--- config.mk ---
export PLATFORM = sky130hd
export DESIGN_NAME = block_group_meta_layout
export DESIGN_NICKNAME = d
export VERILOG_FILES = /design/src/rtl/bgml_pkg.sv /design/src/rtl/bgml_divider.sv /design/src/rtl/bgml_power_check.sv /design/src/rtl/block_group_meta_layout.sv
export SDC_FILE = /design/constraint.sdc
export NUM_CORES = 2
export LEC_CHECK = 0
export BUFFER_PORTS_ARGS = -buffer_cell sky130_fd_sc_hd__buf_2
export CORE_AREA = 8 8 303 305
export DETAILED_ROUTE_END_ITERATION = 12
export DIE_AREA = 0 0 311 313
export PLACE_DENSITY_LB_ADDON = 0.15
export SLEW_MARGIN = 20
export SYNTH_ARGS = -nofsm -noshare
export SYNTH_HDL_FRONTEND = slang
export SYNTH_SLANG_ARGS = --single-unit
export TNS_END_PERCENT = 100
--- constraint.sdc ---
create_clock -name clk -period 9.25 [get_ports clk]
set_input_delay 0.4625 -clock clk [delete_from_list [all_inputs] [get_ports clk]]
set_output_delay 0.4625 -clock clk [all_outputs]
set_load 0.1 [all_outputs]
--- src/rtl/bgml_pkg.sv ---
// bgml_pkg: shared types and constants for the block group metadata layout block
// holds register indexes, reset values, sequencer states and the unit status structs
// no dependencies
package bgml_pkg;

    // configuration port
    localparam int CFG_IDX_W  = 3;
    localparam int CFG_DATA_W = 48;

    localparam logic [CFG_IDX_W-1:0] REG_TOTAL_BLOCKS      = 3'd0;
    localparam logic [CFG_IDX_W-1:0] REG_BLOCKS_PER_GROUP  = 3'd1;
    localparam logic [CFG_IDX_W-1:0] REG_LOG_BLOCK_SIZE    = 3'd2;
    localparam logic [CFG_IDX_W-1:0] REG_DESCRIPTOR_SIZE   = 3'd3;
    localparam logic [CFG_IDX_W-1:0] REG_FEATURE_FLAGS     = 3'd4;
    localparam logic [CFG_IDX_W-1:0] REG_FIRST_META_GROUP  = 3'd5;
    localparam logic [CFG_IDX_W-1:0] REG_RESERVED_GDT      = 3'd6;
    localparam logic [CFG_IDX_W-1:0] REG_LOG_CLUSTER_SIZE  = 3'd7;

    // register reset values
    localparam logic [47:0] RST_TOTAL_BLOCKS     = 48'd262144;
    localparam logic [19:0] RST_BLOCKS_PER_GROUP = 20'd8192;
    localparam logic [2:0]  RST_LOG_BLOCK_SIZE   = 3'd2;
    localparam logic [10:0] RST_DESCRIPTOR_SIZE  = 11'd32;
    localparam logic [1:0]  RST_FEATURE_FLAGS    = 2'd1;
    localparam logic [31:0] RST_FIRST_META_GROUP = 32'd0;
    localparam logic [15:0] RST_RESERVED_GDT     = 16'd0;
    localparam logic [4:0]  RST_LOG_CLUSTER_SIZE = 5'd2;

    // feature flag bits
    localparam int FEAT_SPARSE  = 0;
    localparam int FEAT_META_BG = 1;

    localparam logic [31:0] SAT32 = 32'hFFFF_FFFF;

    // base block size in bytes
    localparam logic [17:0] BLOCK_BASE = 18'd1024;

    // shared divider geometry
    localparam int DIV_N     = 48;
    localparam int DIV_D     = 20;
    localparam int DIV_CNT_W = 6;

    // divide passes: step counts
    localparam logic [DIV_CNT_W-1:0] STEPS_DPB = 6'd18;
    localparam logic [DIV_CNT_W-1:0] STEPS_CNT = 6'd48;
    localparam logic [DIV_CNT_W-1:0] STEPS_MG  = 6'd32;
    localparam logic [DIV_CNT_W-1:0] STEPS_GDT = 6'd48;

    // descriptors per block needs 18 bits (1024 << 7 over a 1-byte descriptor)
    localparam int DPB_W = 18;

    // power test bases
    typedef enum logic [1:0] {
        BASE3,
        BASE5,
        BASE7
    } base_t;

    typedef enum logic [2:0] {
        ST_IDLE,
        ST_START,
        ST_WAIT,
        ST_SUM,
        ST_ROUND,
        ST_OUT
    } state_t;

    typedef enum logic [1:0] {
        PH_DPB,
        PH_CNT,
        PH_MG,
        PH_GDT
    } phase_t;

    typedef struct packed {
        logic                 start;
        logic [DIV_CNT_W-1:0] steps;
    } div_ctrl_t;

    typedef struct packed {
        logic busy;
        logic done;
    } div_stat_t;

    typedef struct packed {
        logic busy;
        logic hit;
    } pwr_stat_t;

endpackage

--- src/rtl/bgml_divider.sv ---
// bgml_divider: shared radix-2 restoring divider, one quotient bit per cycle
// number of steps chosen per request; dividend is left-aligned internally
// depends on bgml_pkg
module bgml_divider (
    input  logic                            clk,
    input  logic                            rst_n,
    input  bgml_pkg::div_ctrl_t             ctrl,
    input  logic [bgml_pkg::DIV_N-1:0]      dividend,
    input  logic [bgml_pkg::DIV_D-1:0]      divisor,
    output bgml_pkg::div_stat_t             stat,
    output logic [bgml_pkg::DIV_N-1:0]      quotient,
    output logic [bgml_pkg::DIV_D-1:0]      remainder
);
    import bgml_pkg::*;

    logic [DIV_N-1:0]     quo_reg, quo_next;
    logic [DIV_D-1:0]     rem_reg, rem_next;
    logic [DIV_CNT_W-1:0] cnt_reg, cnt_next;
    logic                 busy_reg, busy_next;
    logic                 done_reg, done_next;
    logic [DIV_D:0]       partial;
    logic [DIV_D+1:0]     diff;
    logic                 fits;
    logic [DIV_CNT_W-1:0] align;

    assign partial = {rem_reg, quo_reg[DIV_N-1]};
    assign diff    = {1'b0, partial} - {2'b00, divisor};
    assign fits    = ~diff[DIV_D+1];
    assign align   = DIV_CNT_W'(DIV_N) - ctrl.steps;

    always_comb
    begin
        quo_next  = quo_reg;
        rem_next  = rem_reg;
        cnt_next  = cnt_reg;
        busy_next = busy_reg;
        done_next = 1'b0;
        if (ctrl.start)
        begin
            quo_next  = dividend << align;
            rem_next  = '0;
            cnt_next  = ctrl.steps;
            busy_next = 1'b1;
        end
        else if (busy_reg)
        begin
            quo_next = {quo_reg[DIV_N-2:0], fits};
            rem_next = fits ? diff[DIV_D-1:0] : partial[DIV_D-1:0];
            cnt_next = cnt_reg - 1'b1;
            if (cnt_reg == DIV_CNT_W'(1))
            begin
                busy_next = 1'b0;
                done_next = 1'b1;
            end
        end
    end

    always_ff @(posedge clk or negedge rst_n)
    begin
        if (!rst_n)
        begin
            cnt_reg  <= '0;
            busy_reg <= 1'b0;
            done_reg <= 1'b0;
        end
        else
        begin
            cnt_reg  <= cnt_next;
            busy_reg <= busy_next;
            done_reg <= done_next;
        end
    end

    always_ff @(posedge clk)
    begin
        quo_reg <= quo_next;
        rem_reg <= rem_next;
    end

    assign stat.busy = busy_reg;
    assign stat.done = done_reg;
    assign quotient  = quo_reg;
    assign remainder = rem_reg;

endmodule

--- src/rtl/bgml_power_check.sv ---
// bgml_power_check: tests whether a value is a positive power of 3, 5 or 7
// walks the powers of each base with a shift-add multiply, one power per cycle
// depends on bgml_pkg
module bgml_power_check (
    input  logic                 clk,
    input  logic                 rst_n,
    input  logic                 start,
    input  logic [31:0]          value,
    output bgml_pkg::pwr_stat_t  stat
);
    import bgml_pkg::*;

    localparam int PW = 36;

    logic [31:0]   value_reg, value_next;
    logic [PW-1:0] pow_reg, pow_next;
    base_t         base_reg, base_next;
    logic          busy_reg, busy_next;
    logic          hit_reg, hit_next;
    logic [PW-1:0] target;

    // power times the current base, value stays below 2^32 so no overflow
    function automatic logic [PW-1:0] mul_base(input logic [PW-1:0] p, input base_t b);
        logic [PW-1:0] r;
        begin
            unique case (b)
                BASE3:   r = p + (p << 1);
                BASE5:   r = p + (p << 2);
                BASE7:   r = (p << 3) - p;
                default: r = p;
            endcase
            return r;
        end
    endfunction

    assign target = {4'b0000, value_reg};

    always_comb
    begin
        value_next = value_reg;
        pow_next   = pow_reg;
        base_next  = base_reg;
        busy_next  = busy_reg;
        hit_next   = hit_reg;
        if (start)
        begin
            value_next = value;
            pow_next   = PW'(3);
            base_next  = BASE3;
            busy_next  = 1'b1;
            hit_next   = 1'b0;
        end
        else if (busy_reg)
        begin
            if (pow_reg == target)
            begin
                hit_next  = 1'b1;
                busy_next = 1'b0;
            end
            else if (pow_reg > target)
            begin
                // overshot: move to the next base
                unique case (base_reg)
                    BASE3:
                    begin
                        base_next = BASE5;
                        pow_next  = PW'(5);
                    end
                    BASE5:
                    begin
                        base_next = BASE7;
                        pow_next  = PW'(7);
                    end
                    default:
                    begin
                        busy_next = 1'b0;
                    end
                endcase
            end
            else
            begin
                pow_next = mul_base(pow_reg, base_reg);
            end
        end
    end

    always_ff @(posedge clk or negedge rst_n)
    begin
        if (!rst_n)
        begin
            busy_reg <= 1'b0;
            hit_reg  <= 1'b0;
            base_reg <= BASE3;
        end
        else
        begin
            busy_reg <= busy_next;
            hit_reg  <= hit_next;
            base_reg <= base_next;
        end
    end

    always_ff @(posedge clk)
    begin
        value_reg <= value_next;
        pow_reg   <= pow_next;
    end

    assign stat.busy = busy_reg;
    assign stat.hit  = hit_reg;

endmodule

--- src/rtl/block_group_meta_layout.sv ---
// block_group_meta_layout: top level of the block group metadata layout calculator
// sequencer around one shared divider plus a power-of-3/5/7 search
// depends on bgml_pkg, bgml_divider, bgml_power_check
//
//  channel  | direction | handshake                 | words
//  ---------+-----------+---------------------------+-------------------------------
//  group    | in        | group_valid / group_stall | group_number
//  result   | out       | result_valid/result_stall | group_count, blocks_in_group,
//           |           |                           | has_super_backup, descriptor_blocks,
//           |           |                           | base_meta_clusters, out_of_range
//  cfg      | in        | cfg_valid / cfg_ready     | cfg_index, cfg_data
//
// one group word goes from accept to result through four passes of the shared
// one-bit-per-cycle divider (18 + 48 + 32 + 48 steps), each with a start and a
// wait state, then the sum, round and out states; out waits on the receiver.
// the power search runs alongside the divider and never adds cycles.
// group_stall stays high from accept until the result word is loaded; a finished
// word waits in the output register while the next group word is taken.
// reset loads the geometry registers with their defaults; no clearing pass.
module block_group_meta_layout (
    input  logic                               clk,
    input  logic                               rst_n,
    // group channel
    input  logic                               group_valid,
    output logic                               group_stall,
    input  logic [31:0]                        group_number,
    // result channel
    output logic                               result_valid,
    input  logic                               result_stall,
    output logic [31:0]                        group_count,
    output logic [19:0]                        blocks_in_group,
    output logic                               has_super_backup,
    output logic [31:0]                        descriptor_blocks,
    output logic [31:0]                        base_meta_clusters,
    output logic                               out_of_range,
    // configuration write channel
    input  logic                               cfg_valid,
    output logic                               cfg_ready,
    input  logic [bgml_pkg::CFG_IDX_W-1:0]     cfg_index,
    input  logic [bgml_pkg::CFG_DATA_W-1:0]    cfg_data
);
    import bgml_pkg::*;

    // geometry registers
    logic [47:0] total_blocks_reg;
    logic [19:0] blocks_per_group_reg;
    logic [2:0]  log_block_size_reg;
    logic [10:0] descriptor_size_reg;
    logic [1:0]  feature_flags_reg;
    logic [31:0] first_meta_group_reg;
    logic [15:0] reserved_gdt_reg;
    logic [4:0]  log_cluster_size_reg;

    // sequencer
    state_t state_reg, state_next;
    phase_t phase_reg, phase_next;

    // working registers
    logic [31:0]      group_reg, group_next;
    logic [DPB_W-1:0] dpb_reg, dpb_next;
    logic [47:0]      cnt_reg, cnt_next;
    logic [19:0]      last_reg, last_next;
    logic [31:0]      mg_reg, mg_next;
    logic [DPB_W-1:0] g_rem_reg, g_rem_next;
    logic [31:0]      gdt_cls_reg, gdt_cls_next;
    logic             super_reg, super_next;
    logic [31:0]      gdt_reg, gdt_next;
    logic [33:0]      num_reg, num_next;
    logic [31:0]      clusters_reg, clusters_next;

    // output register
    logic        result_valid_reg, result_valid_next;
    logic [31:0] group_count_reg, group_count_next;
    logic [19:0] blocks_in_group_reg, blocks_in_group_next;
    logic        has_super_reg, has_super_next;
    logic [31:0] descriptor_blocks_reg, descriptor_blocks_next;
    logic [31:0] base_meta_reg, base_meta_next;
    logic        out_of_range_reg, out_of_range_next;

    // shared units
    div_ctrl_t         div_ctrl;
    div_stat_t         div_stat;
    logic [DIV_N-1:0]  div_dividend;
    logic [DIV_D-1:0]  div_divisor;
    logic [DIV_N-1:0]  div_quo;
    logic [DIV_D-1:0]  div_rem;
    pwr_stat_t         pwr_stat;

    // combinational helpers
    logic             group_accept;
    logic             out_load;
    logic [DPB_W-1:0] block_bytes;
    logic [48:0]      cls_sum;
    logic             sparse;
    logic             in_super;
    logic             low_side;
    logic             meta_hit;
    logic [31:0]      gdt_val;
    logic [4:0]       shift_amt;
    logic [34:0]      rounded;
    logic [47:0]      group_wide;
    logic             oor;

    assign group_accept = group_valid & ~group_stall;
    assign group_stall  = (state_reg != ST_IDLE);
    assign out_load     = (state_reg == ST_OUT) & (~result_valid_reg | ~result_stall);
    assign cfg_ready    = 1'b1;

    // ---------------------------------------------------------------------
    // configuration registers
    // ---------------------------------------------------------------------
    always_ff @(posedge clk or negedge rst_n)
    begin
        if (!rst_n)
        begin
            total_blocks_reg     <= RST_TOTAL_BLOCKS;
            blocks_per_group_reg <= RST_BLOCKS_PER_GROUP;
            log_block_size_reg   <= RST_LOG_BLOCK_SIZE;
            descriptor_size_reg  <= RST_DESCRIPTOR_SIZE;
            feature_flags_reg    <= RST_FEATURE_FLAGS;
            first_meta_group_reg <= RST_FIRST_META_GROUP;
            reserved_gdt_reg     <= RST_RESERVED_GDT;
            log_cluster_size_reg <= RST_LOG_CLUSTER_SIZE;
        end
        else if (cfg_valid && cfg_ready)
        begin
            unique case (cfg_index)
                REG_TOTAL_BLOCKS:     total_blocks_reg     <= cfg_data[47:0];
                REG_BLOCKS_PER_GROUP: blocks_per_group_reg <= cfg_data[19:0];
                REG_LOG_BLOCK_SIZE:   log_block_size_reg   <= cfg_data[2:0];
                REG_DESCRIPTOR_SIZE:  descriptor_size_reg  <= cfg_data[10:0];
                REG_FEATURE_FLAGS:    feature_flags_reg    <= cfg_data[1:0];
                REG_FIRST_META_GROUP: first_meta_group_reg <= cfg_data[31:0];
                REG_RESERVED_GDT:     reserved_gdt_reg     <= cfg_data[15:0];
                REG_LOG_CLUSTER_SIZE: log_cluster_size_reg <= cfg_data[4:0];
                default:              total_blocks_reg     <= total_blocks_reg;
            endcase
        end
    end

    // ---------------------------------------------------------------------
    // shared units
    // ---------------------------------------------------------------------
    bgml_divider u_div (
        .clk       (clk),
        .rst_n     (rst_n),
        .ctrl      (div_ctrl),
        .dividend  (div_dividend),
        .divisor   (div_divisor),
        .stat      (div_stat),
        .quotient  (div_quo),
        .remainder (div_rem)
    );

    // power search starts on accept and overlaps the divide passes
    bgml_power_check u_pwr (
        .clk   (clk),
        .rst_n (rst_n),
        .start (group_accept),
        .value (group_number),
        .stat  (pwr_stat)
    );

    assign block_bytes = BLOCK_BASE << log_block_size_reg;

    // operand select per divide pass
    always_comb
    begin
        div_ctrl.start = (state_reg == ST_START);
        unique case (phase_reg)
            PH_DPB:
            begin
                // descriptors per block = block bytes / descriptor size
                div_ctrl.steps = STEPS_DPB;
                div_dividend   = DIV_N'(block_bytes);
                div_divisor    = DIV_D'(descriptor_size_reg);
            end
            PH_CNT:
            begin
                // group count = total blocks / blocks per group, rounded up
                div_ctrl.steps = STEPS_CNT;
                div_dividend   = total_blocks_reg;
                div_divisor    = blocks_per_group_reg;
            end
            PH_MG:
            begin
                // meta group index and position of the group inside it
                div_ctrl.steps = STEPS_MG;
                div_dividend   = DIV_N'(group_reg);
                div_divisor    = DIV_D'(dpb_reg);
            end
            default:
            begin
                // classic descriptor table length
                div_ctrl.steps = STEPS_GDT;
                div_dividend   = cnt_reg;
                div_divisor    = DIV_D'(dpb_reg);
            end
        endcase
    end

    // ---------------------------------------------------------------------
    // sequencer: next state
    // ---------------------------------------------------------------------
    always_comb
    begin
        state_next = state_reg;
        phase_next = phase_reg;
        unique case (state_reg)
            ST_IDLE:
            begin
                if (group_valid)
                begin
                    state_next = ST_START;
                    phase_next = PH_DPB;
                end
            end
            ST_START:
            begin
                state_next = ST_WAIT;
            end
            ST_WAIT:
            begin
                if (div_stat.done)
                begin
                    unique case (phase_reg)
                        PH_DPB:
                        begin
                            phase_next = PH_CNT;
                            state_next = ST_START;
                        end
                        PH_CNT:
                        begin
                            phase_next = PH_MG;
                            state_next = ST_START;
                        end
                        PH_MG:
                        begin
                            phase_next = PH_GDT;
                            state_next = ST_START;
                        end
                        default:
                        begin
                            state_next = ST_SUM;
                        end
                    endcase
                end
            end
            ST_SUM:
            begin
                if (!pwr_stat.busy)
                begin
                    state_next = ST_ROUND;
                end
            end
            ST_ROUND:
            begin
                state_next = ST_OUT;
            end
            ST_OUT:
            begin
                if (out_load)
                begin
                    state_next = ST_IDLE;
                end
            end
            default:
            begin
                state_next = ST_IDLE;
            end
        endcase
    end

    // ---------------------------------------------------------------------
    // datapath and result word
    // ---------------------------------------------------------------------

    // classic table length, rounded up and clipped to 32 bits
    assign cls_sum = {1'b0, div_quo} + 49'(div_rem != '0);

    // superblock placement: groups 0, 1 and odd powers of 3, 5, 7
    assign sparse   = (group_reg <= 32'd1) | (group_reg[0] & pwr_stat.hit);
    assign in_super = ~feature_flags_reg[FEAT_SPARSE] | sparse;

    // without meta_bg, or below the first meta group, the classic layout applies
    assign low_side = ~feature_flags_reg[FEAT_META_BG] | (mg_reg < first_meta_group_reg);

    // meta_bg copies sit in the first, second and last group of each meta group
    assign meta_hit = (g_rem_reg == '0) | (g_rem_reg == DPB_W'(1))
                    | (g_rem_reg == dpb_reg - 1'b1);

    always_comb
    begin
        if (low_side)
        begin
            if (!in_super)
            begin
                gdt_val = '0;
            end
            else if (feature_flags_reg[FEAT_META_BG])
            begin
                gdt_val = first_meta_group_reg;
            end
            else
            begin
                gdt_val = gdt_cls_reg;
            end
        end
        else
        begin
            gdt_val = 32'(meta_hit);
        end
    end

    // cluster to block ratio as a shift, never negative
    assign shift_amt = (log_cluster_size_reg > {2'b00, log_block_size_reg})
                     ? (log_cluster_size_reg - {2'b00, log_block_size_reg}) : 5'd0;
    assign rounded   = ({1'b0, num_reg} + ((35'd1 << shift_amt) - 35'd1)) >> shift_amt;

    assign group_wide = {16'h0000, group_reg};
    assign oor        = (group_wide >= cnt_reg);

    always_comb
    begin
        group_next    = group_reg;
        dpb_next      = dpb_reg;
        cnt_next      = cnt_reg;
        last_next     = last_reg;
        mg_next       = mg_reg;
        g_rem_next    = g_rem_reg;
        gdt_cls_next  = gdt_cls_reg;
        super_next    = super_reg;
        gdt_next      = gdt_reg;
        num_next      = num_reg;
        clusters_next = clusters_reg;

        result_valid_next      = result_valid_reg & result_stall;
        group_count_next       = group_count_reg;
        blocks_in_group_next   = blocks_in_group_reg;
        has_super_next         = has_super_reg;
        descriptor_blocks_next = descriptor_blocks_reg;
        base_meta_next         = base_meta_reg;
        out_of_range_next      = out_of_range_reg;

        if (group_accept)
        begin
            group_next = group_number;
        end

        if ((state_reg == ST_WAIT) && div_stat.done)
        begin
            unique case (phase_reg)
                PH_DPB:
                begin
                    // zero-size or oversize descriptors count as one per block
                    if ((descriptor_size_reg == '0) || (div_quo == '0))
                    begin
                        dpb_next = DPB_W'(1);
                    end
                    else
                    begin
                        dpb_next = div_quo[DPB_W-1:0];
                    end
                end
                PH_CNT:
                begin
                    if (blocks_per_group_reg == '0)
                    begin
                        cnt_next  = '0;
                        last_next = blocks_per_group_reg;
                    end
                    else
                    begin
                        cnt_next  = div_quo + 48'(div_rem != '0);
                        last_next = (div_rem != '0) ? div_rem : blocks_per_group_reg;
                    end
                end
                PH_MG:
                begin
                    mg_next    = div_quo[31:0];
                    g_rem_next = div_rem[DPB_W-1:0];
                end
                default:
                begin
                    gdt_cls_next = (cls_sum > 49'(SAT32)) ? SAT32 : cls_sum[31:0];
                end
            endcase
        end

        if ((state_reg == ST_SUM) && !pwr_stat.busy)
        begin
            super_next = in_super;
            gdt_next   = gdt_val;
            if (low_side)
            begin
                num_next = in_super
                         ? (34'd1 + 34'(gdt_val) + 34'(reserved_gdt_reg)) : 34'd0;
            end
            else
            begin
                num_next = 34'(in_super) + 34'(gdt_val);
            end
        end

        if (state_reg == ST_ROUND)
        begin
            clusters_next = (rounded > 35'(SAT32)) ? SAT32 : rounded[31:0];
        end

        if (out_load)
        begin
            result_valid_next      = 1'b1;
            group_count_next       = (cnt_reg > 48'(SAT32)) ? SAT32 : cnt_reg[31:0];
            has_super_next         = super_reg;
            descriptor_blocks_next = gdt_reg;
            base_meta_next         = clusters_reg;
            out_of_range_next      = oor;
            if (oor)
            begin
                blocks_in_group_next = '0;
            end
            else if ((group_wide + 48'd1) < cnt_reg)
            begin
                blocks_in_group_next = blocks_per_group_reg;
            end
            else
            begin
                blocks_in_group_next = last_reg;
            end
        end
    end

    always_ff @(posedge clk or negedge rst_n)
    begin
        if (!rst_n)
        begin
            state_reg        <= ST_IDLE;
            phase_reg        <= PH_DPB;
            result_valid_reg <= 1'b0;
        end
        else
        begin
            state_reg        <= state_next;
            phase_reg        <= phase_next;
            result_valid_reg <= result_valid_next;
        end
    end

    always_ff @(posedge clk)
    begin
        group_reg             <= group_next;
        dpb_reg               <= dpb_next;
        cnt_reg               <= cnt_next;
        last_reg              <= last_next;
        mg_reg                <= mg_next;
        g_rem_reg             <= g_rem_next;
        gdt_cls_reg           <= gdt_cls_next;
        super_reg             <= super_next;
        gdt_reg               <= gdt_next;
        num_reg               <= num_next;
        clusters_reg          <= clusters_next;
        group_count_reg       <= group_count_next;
        blocks_in_group_reg   <= blocks_in_group_next;
        has_super_reg         <= has_super_next;
        descriptor_blocks_reg <= descriptor_blocks_next;
        base_meta_reg         <= base_meta_next;
        out_of_range_reg      <= out_of_range_next;
    end

    assign result_valid       = result_valid_reg;
    assign group_count        = group_count_reg;
    assign blocks_in_group    = blocks_in_group_reg;
    assign has_super_backup   = has_super_reg;
    assign descriptor_blocks  = descriptor_blocks_reg;
    assign base_meta_clusters = base_meta_reg;
    assign out_of_range       = out_of_range_reg;

`ifndef SYNTHESIS
    // an accepted group word always starts the first divide pass
    a_accept_starts: assert property (@(posedge clk) disable iff (!rst_n)
        group_accept |=> (state_reg == ST_START))
        else $error("accepted group word did not start the sequencer");

    // the divider only runs while the sequencer waits on it
    a_div_owned: assert property (@(posedge clk) disable iff (!rst_n)
        div_stat.busy |-> (state_reg == ST_WAIT))
        else $error("divider busy outside a wait state");

    // descriptors per block is never zero once the passes are done
    a_dpb_nonzero: assert property (@(posedge clk) disable iff (!rst_n)
        (state_reg == ST_SUM) |-> (dpb_reg != '0))
        else $error("descriptors per block is zero");

    // loading the output register presents a result word next cycle
    a_out_loads: assert property (@(posedge clk) disable iff (!rst_n)
        out_load |=> (result_valid && (state_reg == ST_IDLE)))
        else $error("result word not presented after load");
`endif

endmodule

==> flow_summary.json <==
{
  "outcome": "complete, no violations",
  "p_int_mw": 9.27,
  "synth.avg_cell_area_um2": 9.81,
  "required_ns": 9.65,
  "worstSkewPairLatency_ns": 0.66,
  "layout_setup_ws_ns": 1.46,
  "wl_met3_um": 11700,
  "grt_pass1_wl_um": 212000,
  "numCtsBuffers": 75,
  "clockBufferDepth": 3,
  "multiInputGateArea_um2": 23200,
  "place_area_um2": 46100,
  "cts-root-buf": "clkbuf_16",
  "fmax_mhz": 128,
  "synth_edf_count": 464,
  "track_usage_pct": 27.7,
  "fp.coreArea_um2": 87300,
  "p_comb_share_pct": 53.0,
  "report.power.total_mw": 17.1,
  "worstPathArrival_ns": 8.19,
  "ios": 209,
  "cp_num_buf_inv": 3,
  "slowest_stage": "nor3b_1",
  "synth_cell_types": 100,
  "ys_warn_count": 0,
  "cp-end-kind": "flip-flop",
  "setup.worst_path.start_class": "flip-flop",
  "syn_area_um2": 44000,
  "final_cell_mix": "edfxtp_1 (464), nand2_1 (372), ha_1 (354)",
  "viasPerCell": 6.13,
  "grt_pass1_vias": 34200,
  "clock-sinks": 675,
  "die_w_um": 311,
  "crit_fanout": 44,
  "top_layer": "met5",
  "drtPass1Iterations": 9,
  "leakagePower_nw": 20.1,
  "rsz0062_at_grt": "false",
  "synth_nets": 4932,
  "max_slew_margin_pct": 25.9,
  "seq_area_um2": 18900,
  "ir_worst_vdd_mv": 0.236,
  "area_growth_pct": 10.9,
  "start_util_pct": 50.4,
  "finalHoldViolCount": 0,
  "drive_gt1_share_pct": 13.0,
  "drc": 0,
  "setup_violations": 0,
  "post-route-util_pct": 55.9,
  "placementRows": 109,
  "postLayoutCellArea_um2": 48800,
  "grt_max_degree": 83,
  "grt_antenna_before_repair": 4,
  "crit_path_max_incr_delay_ns": 0.65,
  "met1Wirelength_um": 60300,
  "vias": 35900,
  "maxCapViolCount": 0,
  "power_density_nw_per_um2": 350,
  "io_buffers": 207,
  "met2_length_um": 61500,
  "ant_nets": 0,
  "dpl_worst_slack_ns": 1.61,
  "path_delay_family": "compound AO/OA/AOI/OAI gates",
  "cts_resized": 0,
  "power_frac_seq_pct": 28.9,
  "ys_ff_latch": 675,
  "finalMaxSlewViolations": 0,
  "worstHoldPathType": "in2reg",
  "routed_wl_um": 139000,
  "tritoncts": "yes",
  "overflow": 0,
  "tightest_slew_ns": 1.10,
  "clkPwrFrac_pct": 18.0,
  "die_area_um2": 97300,
  "place_congestion": 0.942,
  "fillCellCount": 7846,
  "finalCritPeriodShare_pct": 84.2,
  "nets": 5075,
  "yosysSeqAreaShare_pct": 43.1,
  "wl_per_cell_um": 23.8,
  "synth_ff_type": "edfxtp_1",
  "layout_commonest_cell": "edfxtp_1",
  "chipHeight_um": 313,
  "dp_hpwl_um": 103000,
  "finalClockSkew_ns": 0.0362,
  "final.setup.tns_ns": 0,
  "clkTransAtPathRegs_ns": 0.07,
  "switching_power_mw": 7.79,
  "dr.first_iter.drc_count": 4096,
  "ys_async_sr_fraction_pct": 23.0,
  "critical_path_class": "reg2reg",
  "min_period_ns": 7.79,
  "syn_inst": 4480,
  "switching_share_pct": 45.7,
  "htreeDepth": 3
}
[logic make-up after synthesis]
| family | count (synthesis) | synth area share, % |
|---|---|---|
| simple gates | 1310 | 14.4 |
| buf+inv | 498 | 4.39 |
| compound gates | 1143 | 16.8 |
| other cells | 1 | 0.00853 |
| fa+ha+maj | 364 | 10.5 |
| xor+xnor | 258 | 5.14 |
| mux | 231 | 5.72 |
| flops | 675 | 43.1 |
[layout make-up]
class | instances | share of cell area, %
tap | 1165 | 2.99
sequential | 675 | 38.9
inverter | 299 | 2.30
antenna | 2 | 0.0103
clock buffer | 101 | 4.24
timing repair buffer | 265 | 3.13
clock inverter | 37 | 0.916
multi-input combinational | 3307 | 47.6
[repair_timing]
item / in CTS / in global routing
hold buffers: 12 / 0
hold endpoints to repair: 65 / 0
buffers inserted: 0 / 0
[cell usage after synthesis (all sizes together), types with 25 or more instances]
| library cell | instances | area, µm² |
|---|---|---|
| ha | 358 | 4480 |
| a221o | 25 | 250 |
| nand2 | 374 | 1400 |
| o21ai | 282 | 1420 |
| nor2 | 349 | 1330 |
| a31oi | 31 | 200 |
| a21oi | 324 | 1630 |
| edfxtp | 464 | 13900 |
| nand4 | 58 | 369 |
| nand3 | 104 | 533 |
| nor2b | 46 | 288 |
| o21a | 30 | 225 |
| dfrtp | 149 | 3730 |
| and2 | 40 | 250 |
| a221oi | 40 | 357 |
| nor3 | 91 | 472 |
| inv | 299 | 1120 |
| xnor2 | 157 | 1380 |
| xor2 | 101 | 885 |
| o211ai | 30 | 230 |
| clkbuf | 164 | 616 |
| nor4 | 55 | 350 |
| buf | 35 | 190 |
| a21o | 116 | 871 |
| and3 | 42 | 263 |
| dfxtp | 56 | 1120 |
| a22o | 36 | 315 |
| a211oi | 38 | 290 |
| nand2b | 50 | 313 |
| mux2i | 70 | 701 |
| mux2 | 161 | 1810 |
[path summary, 6_finish.rpt]
| kind | slack (ns) | end | startpoint | cells past startpoint |
|---|---|---|---|---|
| hold / removal | 0.03 | u_pwr.value_reg[22]$_DFFE_PP_ | group_number[22] | 1 |
| min in group asynchronous | 0.36 | total_blocks_reg[35]$_DFFE_PN0P_ | rst_n | 2 |
| hold reg to reg | 0.42 | base_meta_clusters[22]$_DFFE_PP_ | clusters_reg[22]$_SDFFCE_PN1P_ | 0 |
| setup / recovery | 1.46 | clusters_reg[17]$_SDFFCE_PN1P_ | log_block_size_reg[1]$_DFFE_PN1P_ | 25 |
| setup reg to reg | 1.46 | clusters_reg[17]$_SDFFCE_PN1P_ | log_block_size_reg[1]$_DFFE_PN1P_ | 25 |
| max in group asynchronous | 6.94 | feature_flags_reg[1]$_DFFE_PN0P_ | rst_n | 4 |
[metal layers]
layer,track usage [%],vias to the layer above
met5,0,-
met3,4.62,240
met4,10.8,2
met2,42.9,1543
li1,-,16800
met1,38.9,17300
[power groups by stage]
stage	logic, mW	registers (mW)	clock network [mW]
floorplan	6.64	4.73	0
detailed placement	8.85	4.95	0
global placement	8.80	4.94	0
global route	9.99	4.99	3.24
CTS	8.92	4.90	3.12
finish	9.05	4.93	3.08
[per-stage QoR]
step / std cells / hold slack, ns
2_1_floorplan: 4480 / 0.167
3_3_place_gp: 5697 / 0.401
3_5_place_dp: 5698 / 0.405
4_1_cts: 5848 / 0.00209
5_1_grt: 5849 / 0.00536
6_report: 5851 / 0.0337
[worst reg2reg max path: stages (launching register included)]
cell	delay, ns
dfstp_2	0.54
inv_1	0.10
ha_1	0.33
nor2b_1	0.14
o21ai_1	0.25
a32o_1	0.19
nor3b_1	0.65
nand2b_1	0.19
buf_4	0.40
nand2_1	0.28
nor2_1	0.51
nand2_1	0.11
ha_1	0.29
inv_1	0.04
ha_1	0.38
a21oi_1	0.18
o21ai_0	0.12
a2111oi_1	0.60
o31a_1	0.27
o21ai_0	0.12
a311oi_2	0.27
xnor2_1	0.26
a41o_1	0.47
or2_1	0.49
o21ai_0	0.19
a21o_1	0.20
Note: power is estimated with default switching activity, not from simulation.
